--- src/design/dbvs_pkg.sv ---
// Shared types and constants for the depth-budget visited set.
// No dependencies; used by depth_budget_visited_set_top.
`default_nettype none

package dbvs_pkg;

  localparam int TABLE_SIZE_DEF = 64;

  localparam int HASH_W  = 32;
  localparam int DEPTH_W = 8;
  localparam int LIMIT_W = 7;
  localparam int COUNT_W = 7;

  localparam logic [LIMIT_W-1:0] START_DEPTH_RST = 7'd12;

  typedef enum logic {
    CMD_ADD   = 1'b0,
    CMD_CLEAR = 1'b1
  } cmd_t;

  // One table entry, stored as a single memory word.
  typedef struct packed {
    logic [HASH_W-1:0]  hash;
    logic [DEPTH_W-1:0] least;
    logic [DEPTH_W-1:0] budget;
  } entry_t;

endpackage

`default_nettype wire

--- src/design/depth_budget_visited_set_top.sv ---
// Depth-budget visited set: top level with control sequencer and entry memory.
// Depends on dbvs_pkg and dbvs_ram.
//
// Usage:
//   Input words arrive on in_tvalid/in_tready. in_tuser carries the command
//   (add or clear); in_tdata carries the hash (bits 31:0) and depth (39:32).
//   Every input word yields exactly one result word on out_tvalid/out_tready:
//   accepted flag, current depth limit and entry count after the operation.
//   The start depth is loaded through cfg_wr_en/cfg_wr_data; it takes effect
//   at the next clear.
// Operation:
//   A clear, or an add refused on depth, gives its result in the cycle after
//   acceptance. An add with room in the table searches the sorted table
//   through the single read port until it meets an equal or larger hash and,
//   on insertion in the middle, moves the upper entries up by one place. An
//   add on a full table first runs a maximum pass and a compaction pass over
//   all TABLE_SIZE entries. The memory's one read and one write port set the
//   pace of these passes; a new word is taken only when the block is idle.
// Reset:
//   The table is empty, the limit and start depth are 12. Memory contents
//   are not cleared; only entries below the count are ever read.
// Back-pressure:
//   The result is held in an output register; a new word is taken only once
//   that register is free or being emptied in the same cycle.
`default_nettype none

module depth_budget_visited_set_top #(
  parameter int TABLE_SIZE = dbvs_pkg::TABLE_SIZE_DEF
) (
  input  wire logic        clk,
  input  wire logic        rst_n,
  // configuration: start_max_depth
  input  wire logic        cfg_wr_en,
  input  wire logic [6:0]  cfg_wr_data,
  // input stream
  input  wire logic        in_tvalid,
  output logic             in_tready,
  input  wire logic [39:0] in_tdata,   // [31:0] hash, [39:32] depth
  input  wire logic        in_tuser,   // [0] command
  // result stream
  output logic             out_tvalid,
  input  wire logic        out_tready,
  output logic [15:0]      out_tdata   // [0] accepted, [7:1] depth_limit,
                                       // [14:8] entry_count, [15] zero
);

  localparam int IW = $clog2(TABLE_SIZE);
  localparam int CW = $clog2(TABLE_SIZE + 1);
  localparam int EW = $bits(dbvs_pkg::entry_t);
  localparam logic [CW-1:0] FULL = CW'(TABLE_SIZE);

  typedef enum logic [2:0] {
    S_IDLE,
    S_MAX,
    S_COMPACT,
    S_SEARCH,
    S_SHIFT
  } state_t;

  // control state
  state_t                              state_r, state_nxt;
  logic [CW-1:0]                       count_r, count_nxt;
  logic [dbvs_pkg::LIMIT_W-1:0]        limit_r, limit_nxt;
  logic [dbvs_pkg::LIMIT_W-1:0]        start_r;
  logic [CW-1:0]                       ra_r, ra_nxt;     // read pointer
  logic                                rv_r, rv_nxt;     // read data valid
  logic [IW-1:0]                       pa_r, pa_nxt;     // address of read data
  logic [CW-1:0]                       wa_r, wa_nxt;     // compaction write pointer
  logic [IW-1:0]                       ins_r, ins_nxt;   // insertion slot
  logic                                sh_issue_r, sh_issue_nxt;
  logic [dbvs_pkg::DEPTH_W-1:0]        top_r, top_nxt;   // largest stored depth
  logic                                out_valid_r, out_valid_nxt;
  logic                                acc_r, acc_nxt;

  // payload of the word in progress
  logic [dbvs_pkg::HASH_W-1:0]         h_r;
  logic [dbvs_pkg::DEPTH_W-1:0]        d_r;

  // memory port
  logic                                ram_we;
  logic [IW-1:0]                       ram_waddr;
  logic [IW-1:0]                       ram_raddr;
  dbvs_pkg::entry_t                    ram_wdata;
  dbvs_pkg::entry_t                    rd;
  logic [EW-1:0]                       rd_bits;

  logic                                in_acc;
  logic [dbvs_pkg::HASH_W-1:0]         in_hash;
  logic [dbvs_pkg::DEPTH_W-1:0]        in_depth;
  logic [dbvs_pkg::DEPTH_W-1:0]        limit_ext;
  logic [dbvs_pkg::DEPTH_W-1:0]        budget;
  logic [dbvs_pkg::LIMIT_W-1:0]        shrunk_limit;
  dbvs_pkg::entry_t                    new_entry;
  logic                                issue;
  logic                                stop;
  logic [CW+6:0]                       count_ext;

  dbvs_ram #(
    .WIDTH (EW),
    .DEPTH (TABLE_SIZE)
  ) u_ram (
    .clk   (clk),
    .we    (ram_we),
    .waddr (ram_waddr),
    .wdata (ram_wdata),
    .raddr (ram_raddr),
    .rdata (rd_bits)
  );

  assign rd        = dbvs_pkg::entry_t'(rd_bits);
  assign in_hash   = in_tdata[31:0];
  assign in_depth  = in_tdata[39:32];
  assign in_tready = (state_r == S_IDLE) && (!out_valid_r || out_tready);
  assign in_acc    = in_tvalid && in_tready;
  assign limit_ext = {1'b0, limit_r};
  assign budget    = limit_ext - d_r;

  assign new_entry.hash   = h_r;
  assign new_entry.least  = d_r;
  assign new_entry.budget = budget;

  // Limit after a full-table shrink: largest depth minus one, floor at zero,
  // saturated to the limit width.
  always_comb begin
    if (top_r == '0) begin
      shrunk_limit = '0;
    end else if (top_r > 8'd128) begin
      shrunk_limit = '1;
    end else begin
      shrunk_limit = dbvs_pkg::LIMIT_W'(top_r - 8'd1);
    end
  end

  always_comb begin
    state_nxt     = state_r;
    count_nxt     = count_r;
    limit_nxt     = limit_r;
    ra_nxt        = ra_r;
    rv_nxt        = 1'b0;
    pa_nxt        = pa_r;
    wa_nxt        = wa_r;
    ins_nxt       = ins_r;
    sh_issue_nxt  = sh_issue_r;
    top_nxt       = top_r;
    acc_nxt       = acc_r;
    out_valid_nxt = out_valid_r && !out_tready;
    ram_we        = 1'b0;
    ram_waddr     = '0;
    ram_wdata     = new_entry;
    ram_raddr     = ra_r[IW-1:0];
    issue         = 1'b0;
    stop          = 1'b0;

    unique case (state_r)
      S_IDLE: begin
        if (in_acc) begin
          if (dbvs_pkg::cmd_t'(in_tuser) == dbvs_pkg::CMD_CLEAR) begin
            count_nxt     = '0;
            limit_nxt     = start_r;
            acc_nxt       = 1'b0;
            out_valid_nxt = 1'b1;
          end else if (in_depth > limit_ext) begin
            acc_nxt       = 1'b0;
            out_valid_nxt = 1'b1;
          end else if (count_r >= FULL) begin
            ra_nxt    = '0;
            top_nxt   = '0;
            state_nxt = S_MAX;
          end else begin
            ra_nxt    = '0;
            state_nxt = S_SEARCH;
          end
        end
      end

      S_MAX: begin
        issue = ra_r < count_r;
        if (issue) begin
          ra_nxt = ra_r + 1'b1;
          rv_nxt = 1'b1;
        end
        if (rv_r && (rd.least > top_r)) begin
          top_nxt = rd.least;
        end
        if (!issue && !rv_r) begin
          limit_nxt = shrunk_limit;
          ra_nxt    = '0;
          wa_nxt    = '0;
          state_nxt = S_COMPACT;
        end
      end

      S_COMPACT: begin
        issue = ra_r < count_r;
        if (issue) begin
          ra_nxt = ra_r + 1'b1;
          rv_nxt = 1'b1;
        end
        // keep entries within the new limit, packed downwards in order
        if (rv_r && (rd.least <= limit_ext)) begin
          ram_we    = 1'b1;
          ram_waddr = wa_r[IW-1:0];
          ram_wdata = rd;
          wa_nxt    = wa_r + 1'b1;
        end
        if (!issue && !rv_r) begin
          count_nxt = wa_r;
          if ((wa_r >= FULL) || (d_r > limit_ext)) begin
            acc_nxt       = 1'b0;
            out_valid_nxt = 1'b1;
            state_nxt     = S_IDLE;
          end else begin
            ra_nxt    = '0;
            state_nxt = S_SEARCH;
          end
        end
      end

      S_SEARCH: begin
        stop  = rv_r && (rd.hash >= h_r);
        issue = (ra_r < count_r) && !stop;
        if (issue) begin
          ra_nxt = ra_r + 1'b1;
          rv_nxt = 1'b1;
          pa_nxt = ra_r[IW-1:0];
        end
        if (rv_r && (rd.hash == h_r)) begin
          // known hash: lower its depth, raise its budget if better
          ram_we           = 1'b1;
          ram_waddr        = pa_r;
          ram_wdata.hash   = h_r;
          ram_wdata.least  = (rd.least > d_r) ? d_r : rd.least;
          ram_wdata.budget = (rd.budget >= budget) ? rd.budget : budget;
          acc_nxt          = rd.budget < budget;
          out_valid_nxt    = 1'b1;
          state_nxt        = S_IDLE;
        end else if (stop) begin
          // larger hash found: open a slot here
          ins_nxt      = pa_r;
          ra_nxt       = count_r - 1'b1;
          sh_issue_nxt = 1'b1;
          state_nxt    = S_SHIFT;
        end else if (!issue && !rv_r) begin
          // append at the end
          ram_we        = 1'b1;
          ram_waddr     = count_r[IW-1:0];
          count_nxt     = count_r + 1'b1;
          acc_nxt       = 1'b1;
          out_valid_nxt = 1'b1;
          state_nxt     = S_IDLE;
        end
      end

      S_SHIFT: begin
        // read from the top down, write each entry one place higher
        if (sh_issue_r) begin
          rv_nxt = 1'b1;
          pa_nxt = ra_r[IW-1:0];
          if (ra_r[IW-1:0] == ins_r) begin
            sh_issue_nxt = 1'b0;
          end else begin
            ra_nxt = ra_r - 1'b1;
          end
        end
        if (rv_r) begin
          ram_we    = 1'b1;
          ram_waddr = IW'(pa_r + 1'b1);
          ram_wdata = rd;
        end else if (!sh_issue_r) begin
          ram_we        = 1'b1;
          ram_waddr     = ins_r;
          count_nxt     = count_r + 1'b1;
          acc_nxt       = 1'b1;
          out_valid_nxt = 1'b1;
          state_nxt     = S_IDLE;
        end
      end

      default: begin
        state_nxt = S_IDLE;
      end
    endcase
  end

  always_ff @(posedge clk) begin
    if (!rst_n) begin
      state_r     <= S_IDLE;
      count_r     <= '0;
      limit_r     <= dbvs_pkg::START_DEPTH_RST;
      start_r     <= dbvs_pkg::START_DEPTH_RST;
      ra_r        <= '0;
      rv_r        <= 1'b0;
      wa_r        <= '0;
      sh_issue_r  <= 1'b0;
      out_valid_r <= 1'b0;
      acc_r       <= 1'b0;
    end else begin
      state_r     <= state_nxt;
      count_r     <= count_nxt;
      limit_r     <= limit_nxt;
      ra_r        <= ra_nxt;
      rv_r        <= rv_nxt;
      wa_r        <= wa_nxt;
      sh_issue_r  <= sh_issue_nxt;
      out_valid_r <= out_valid_nxt;
      acc_r       <= acc_nxt;
      if (cfg_wr_en) begin
        start_r <= cfg_wr_data;
      end
    end
  end

  // payload and pointers that need no reset
  always_ff @(posedge clk) begin
    pa_r  <= pa_nxt;
    ins_r <= ins_nxt;
    top_r <= top_nxt;
    if (in_acc) begin
      h_r <= in_hash;
      d_r <= in_depth;
    end
  end

  // Limit and count only change on the next accepted word, which needs the
  // output register free, so they can feed the result directly.
  assign count_ext  = {7'd0, count_r};
  assign out_tvalid = out_valid_r;
  assign out_tdata  = {1'b0, count_ext[6:0], limit_r, acc_r};

endmodule

`default_nettype wire

--- src/design/dbvs_ram.sv ---
// Generic simple dual-port RAM: one write port, one read port, registered read.
// No dependencies.
`default_nettype none

module dbvs_ram #(
  parameter int WIDTH = 48,
  parameter int DEPTH = 64
) (
  input  wire logic                     clk,
  input  wire logic                     we,
  input  wire logic [$clog2(DEPTH)-1:0] waddr,
  input  wire logic [WIDTH-1:0]         wdata,
  input  wire logic [$clog2(DEPTH)-1:0] raddr,
  output logic      [WIDTH-1:0]         rdata
);

  logic [WIDTH-1:0] mem [DEPTH];

  always_ff @(posedge clk) begin
    if (we) begin
      mem[waddr] <= wdata;
    end
    rdata <= mem[raddr];
  end

endmodule

`default_nettype wire
--- config.mk ---
export PLATFORM = sky130hd
export DESIGN_NAME = depth_budget_visited_set_top
export DESIGN_NICKNAME = d
export VERILOG_FILES = /design/src/design/dbvs_pkg.sv /design/src/design/depth_budget_visited_set_top.sv /design/src/design/dbvs_ram.sv
export SDC_FILE = /design/constraint.sdc
export NUM_CORES = 2
export LEC_CHECK = 0
export BUFFER_PORTS_ARGS = -buffer_cell sky130_fd_sc_hd__buf_2
export CORE_MARGIN = 2
export CORE_UTILIZATION = 45
export CTS_BUF_LIST = sky130_fd_sc_hd__clkbuf_4 sky130_fd_sc_hd__clkbuf_8 sky130_fd_sc_hd__clkbuf_16
export CTS_CLUSTER_SIZE = 10
export DETAILED_ROUTE_END_ITERATION = 8
export GPL_TIMING_DRIVEN = 1
export PLACE_DENSITY = 0.63
export SETUP_SLACK_MARGIN = 0.05
export SLEW_MARGIN = 20
export SYNTH_ARGS = -nofsm -noshare
export SYNTH_HDL_FRONTEND = slang
export SYNTH_SLANG_ARGS = --single-unit
--- constraint.sdc ---
create_clock -name clk -period 5.9 [get_ports clk]
set_input_delay 0.59 -clock clk [delete_from_list [all_inputs] [get_ports clk]]
set_output_delay 0.59 -clock clk [all_outputs]
set_load 0.03 [all_outputs]
==> impl_table.tex <==
\begin{tabular}{lr}
\hline
Metric & Value \\
\hline
\multicolumn{2}{l}{\textbf{Status}} \\
\quad Status & complete, no violations \\
\multicolumn{2}{l}{\textbf{Final layout}} \\
\quad Area of all placed cells without fillers & 0.144 mm² \\
\quad Layout cells sized above 1 & 32.6\% \\
\quad Share of the core filled with cells in the final layout & 51.9\% \\
\quad Fillers & 21,100 \\
\quad Cell Count, Final, Fillers Out & 9,666 \\
\quad Total number of nets in the final design & 5,963 \\
\quad Area growth from synthesis to layout & 14.7\% \\
\multicolumn{2}{l}{\textbf{STA}} \\
\quad Hold WS & 51.2 ps \\
\quad Final count of pins violating max slew & 0 \\
\quad Period utilisation layout & 82.8\% \\
\quad Setup Viol. Count Final & 0 \\
\quad Slew @ Worst Pin & 1060 ps \\
\quad Total Neg Setup Slack & 0 ps \\
\quad Final critical delay including setup and external delays & 4890 ps \\
\quad Maximum achievable frequency & 0.205 GHz \\
\quad Final Hold Fails & 0 \\
\quad Unrepaired setup endpoints after global routing & false \\
\quad Clock skew & 54.7 ps \\
\quad Slew margin rel. & 27.9\% \\
\multicolumn{2}{l}{\textbf{Clock network}} \\
\quad CTS clk-pin slew, worst paths & 50 ps \\
\quad Maximum number of buffers from clock root to sink & 4 \\
\quad Post-CTS Repair Setup Buffers & 0 \\
\quad H-tree Lvls & 5 \\
\quad CTS buffer count & 368 \\
\quad TritonCTS sink count & 3,222 \\
\quad Clock tree root buffer cell & sky130\_fd\_sc\_hd\_\_clkbuf\_16 \\
\quad CTS tree & built \\
\quad Clock Latency Late Sink & 880 ps \\
\quad Cts repair resizes & 0 \\
\multicolumn{2}{l}{\textbf{Routing}} \\
\quad Met3 wire length & 27,800 µm \\
\quad Count of unresolved DRC violations after routing & 0 \\
\quad Routed wire length & 324,000 µm \\
\quad Wire length per cell & 33.5 µm \\
\quad DRT Pass-1 Iters & 6 \\
\quad Post-Route M1 WL & 132,000 µm \\
\quad Topmost layer with routed signal wires & met5 \\
\quad Routed via count & 60,200 \\
\quad Antenna Nets Post-Route & 0 \\
\quad Routed length on met2 & 157,000 µm \\
\quad Average vias per placed instance & 6.23 \\
\quad DRC marker count from the first detailed-route iteration & 7,682 \\
\multicolumn{2}{l}{\textbf{Placed design}} \\
\quad \# port buffers & 69 \\
\quad Detailed placement HPWL & 181,000 µm \\
\quad Final weighted congestion in routability-driven placement & 0.847 \\
\quad Placed inst area & 0.133 mm² \\
\quad DP Cell Count & 9,106 \\
\multicolumn{2}{l}{\textbf{Power and ir drop}} \\
\quad P\_leak & 43.5 nW \\
\quad Pwr per Cell Area & 399 mW/mm² \\
\quad Maximum vdd drop & 0.432 mV \\
\multicolumn{2}{l}{\textbf{Worst setup path}} \\
\quad Sort of element at the start of the critical path & flip-flop \\
\quad Length in cells of the worst reg-to-reg path & 11 \\
\quad Type of the setup path with the least slack & flip-flop to flip-flop \\
\quad R2r startpoint & count\_r[3] \\
\quad Flop-to-flop setup slack & 1010 ps \\
\quad Signal arrival time at the worst endpoint & 5380 ps \\
\quad Worst endpoint required time & 6390 ps \\
\quad Crit Path Max Fanout & 32 \\
\quad Type of element capturing the critical path & flip-flop \\
\quad Endpoint of the most critical register-to-register path & u\_ram.mem[0][25] \\
\multicolumn{2}{l}{\textbf{Logic synthesis}} \\
\quad Synthesized net count & 5,534 \\
\quad Most frequently used flop master after synthesis & sky130\_fd\_sc\_hd\_\_edfxtp\_1 \\
\quad Share of synthesized area occupied by flip-flops and latches & 76.5\% \\
\quad Cell count after synthesis & 5,387 \\
\quad Mean cell area of the mapped netlist & 23.3 µm² \\
\quad EDFF count, synth & 3,132 \\
\quad Warnings from Yosys & 0 \\
\quad Fraction of synthesis flops using an asynchronous set or reset pin & 0\% \\
\quad Flops \& latches, synth & 3,222 \\
\quad Unique masters post-synth & 79 \\
\quad Total standard cell area after synthesis & 0.125 mm² \\
\multicolumn{2}{l}{\textbf{Flow run}} \\
\quad Maximum capacitance violations & 0 \\
\multicolumn{2}{l}{\textbf{Floorplan}} \\
\quad Die ar. & 0.283 mm² \\
\quad Standard-cell rows & 193 \\
\quad Vertical die dimension & 532 µm \\
\quad Die W & 532 µm \\
\quad Initial Utilization & 45.3\% \\
\quad I/O pins & 71 \\
\quad Standard cell core area & 0.277 mm² \\
\multicolumn{2}{l}{\textbf{GRT}} \\
\quad Overflow after GRT & 0 \\
\quad Wire length of the first global-routing pass & 461,000 µm \\
\quad Antenna violations before repair & 23 \\
\quad Largest net degree at the start of global routing & 130 \\
\quad Vias in the first global route & 60,700 \\
\quad Total Routing Usage GR & 22.7\% \\
\multicolumn{2}{l}{\textbf{Min path}} \\
\quad Hold path depth & 1 \\
\quad Startpoint of the tightest hold check path & in\_tdata[30] \\
\quad Class of the most critical hold timing path & primary input to flip-flop \\
\quad Endpoint of the worst hold-timing path & h\_r[30] \\
\hline
\end{tabular}
## power by group
| part | internal, mW | switching [mW] | leakage, nW | total [mW] |
|---|---|---|---|---|
| Clock | 12.0 | 8.43 | 5.27 | 20.5 |
| Combinational | 2.89 | 5.83 | 9.30 | 8.72 |
| Sequential | 27.9 | 0.229 | 28.9 | 28.2 |
| Total | 42.9 | 14.5 | 43.5 | 57.4 |
## sequential cells by signal, summed over array words and instances, names as in the netlist, 6 cells and up
name	flops
ins_r	6
ra_r	7
h_r	32
pa_r	6
u_ram.mem	3072
d_r	8
start_r	7
limit_r	7
count_r	7
top_r	8
u_ram.rdata	48
wa_r	7
## repair_timing
action,in CTS,in global routing
hold buffers,43,1
hold endpoints to repair,41,1
endpoints found under the setup margin,0,0
## per-stage QoR
| step | worst slack [ps] | power, mW |
|---|---|---|
| floorplan | -744 | 34.1 |
| global placement | 1180 | 37.1 |
| detailed placement | 1190 | 37.3 |
| CTS | 1140 | 57.7 |
| global route | 677 | 59.3 |
| finish | 1010 | 57.4 |
## cell usage after synthesis (14+ instances only)
master,n,area share (%)
sky130_fd_sc_hd__buf_2,85,0.34
sky130_fd_sc_hd__nand3_1,68,0.27
sky130_fd_sc_hd__inv_1,82,0.25
sky130_fd_sc_hd__nand2_1,72,0.22
sky130_fd_sc_hd__a211oi_1,16,0.096
sky130_fd_sc_hd__nor2_1,119,0.36
sky130_fd_sc_hd__a21oi_1,61,0.24
sky130_fd_sc_hd__nor3_1,24,0.096
sky130_fd_sc_hd__mux2i_1,18,0.14
sky130_fd_sc_hd__dfxtp_1,90,1.4
sky130_fd_sc_hd__xor2_1,14,0.098
sky130_fd_sc_hd__edfxtp_1,3132,75
sky130_fd_sc_hd__o21ai_0,86,0.34
sky130_fd_sc_hd__xnor2_1,22,0.15
sky130_fd_sc_hd__ha_1,93,0.93
sky130_fd_sc_hd__clkbuf_1,177,0.53
sky130_fd_sc_hd__mux4_2,1008,18
## logic make-up (layout without fill, tap and decap cells)
group                      Yosys count  in the layout  share of synthesized area [%]
AOI/OAI and AO/OA                  263            263                           1.39
DFF                               3222           3222                           76.5
buffers and inverters              357            925                           1.17
xor gates and xnor gates            36             36                          0.252
other                                1              7                        0.00299
and+or+nand+nor                    381            381                           1.47
adders and majority gates           95             95                          0.952
muxes                             1032           1032                           18.3
## layer usage
layer	vias up	global-route usage, %
met5	-	0
met3	439	3.99
li1	23800	-
met2	2913	36.4
met4	12	5.35
met1	33000	32.8
## critical path: stages, from the launching register on
cell	delay, ps
sky130_fd_sc_hd__dfxtp_1	420
sky130_fd_sc_hd__inv_1	190
sky130_fd_sc_hd__ha_1	240
sky130_fd_sc_hd__or3_4	380
sky130_fd_sc_hd__a2111oi_4	450
sky130_fd_sc_hd__o21bai_4	180
sky130_fd_sc_hd__nand2_4	180
sky130_fd_sc_hd__o21ai_1	100
sky130_fd_sc_hd__a211oi_1	610
sky130_fd_sc_hd__nand3_1	710
sky130_fd_sc_hd__nor3_2	340
sky130_fd_sc_hd__buf_4	610
## layout make-up
class	instances	area [µm²]	share of cell area, %
clock inverter	23	248	0.172
timing repair buffer	334	3420	2.38
sequential	3222	95900	66.7
inverter	82	308	0.214
tap	3705	4640	3.22
antenna	6	15.0	0.0104
clock buffer	486	10300	7.14
multi-input combinational	1808	29000	20.2
## placed cells by master, fill, tap and decap left out, types with 15 or more instances in the layout
| master | n |
|---|---|
| sky130_fd_sc_hd__a21oi_1 | 60 |
| sky130_fd_sc_hd__buf_2 | 69 |
| sky130_fd_sc_hd__xnor2_1 | 22 |
| sky130_fd_sc_hd__nand2_1 | 71 |
| sky130_fd_sc_hd__buf_12 | 76 |
| sky130_fd_sc_hd__o21ai_0 | 54 |
| sky130_fd_sc_hd__a211oi_1 | 15 |
| sky130_fd_sc_hd__nor3_1 | 21 |
| sky130_fd_sc_hd__edfxtp_1 | 3132 |
| sky130_fd_sc_hd__o21ai_4 | 32 |
| sky130_fd_sc_hd__mux4_2 | 1008 |
| sky130_fd_sc_hd__ha_1 | 93 |
| sky130_fd_sc_hd__clkbuf_16 | 377 |
| sky130_fd_sc_hd__dlygate4sd3_1 | 44 |
| sky130_fd_sc_hd__buf_4 | 144 |
| sky130_fd_sc_hd__clkbuf_4 | 107 |
| sky130_fd_sc_hd__nor2_4 | 61 |
| sky130_fd_sc_hd__nor2_1 | 62 |
| sky130_fd_sc_hd__inv_1 | 82 |
| sky130_fd_sc_hd__nand3_1 | 68 |
| sky130_fd_sc_hd__dfxtp_1 | 84 |
## worst max path at each step
| stage | from | endpoint | slack (ps) | cells after the start |
|---|---|---|---|---|
| after floorplan | limit_r[1] | u_ram.mem[24][0] | -740 | 11 |
| after global placement | limit_r[0] | u_ram.mem[59][1] | 1180 | 18 |
| after detailed placement | d_r[1] | u_ram.mem[58][1] | 1190 | 17 |
| after CTS | d_r[1] | u_ram.mem[53][1] | 1140 | 17 |
| after global routing | d_r[1] | u_ram.mem[53][1] | 680 | 17 |
| final | count_r[3] | u_ram.mem[0][25] | 1010 | 11 |
Power figures use the tool's default switching activity.
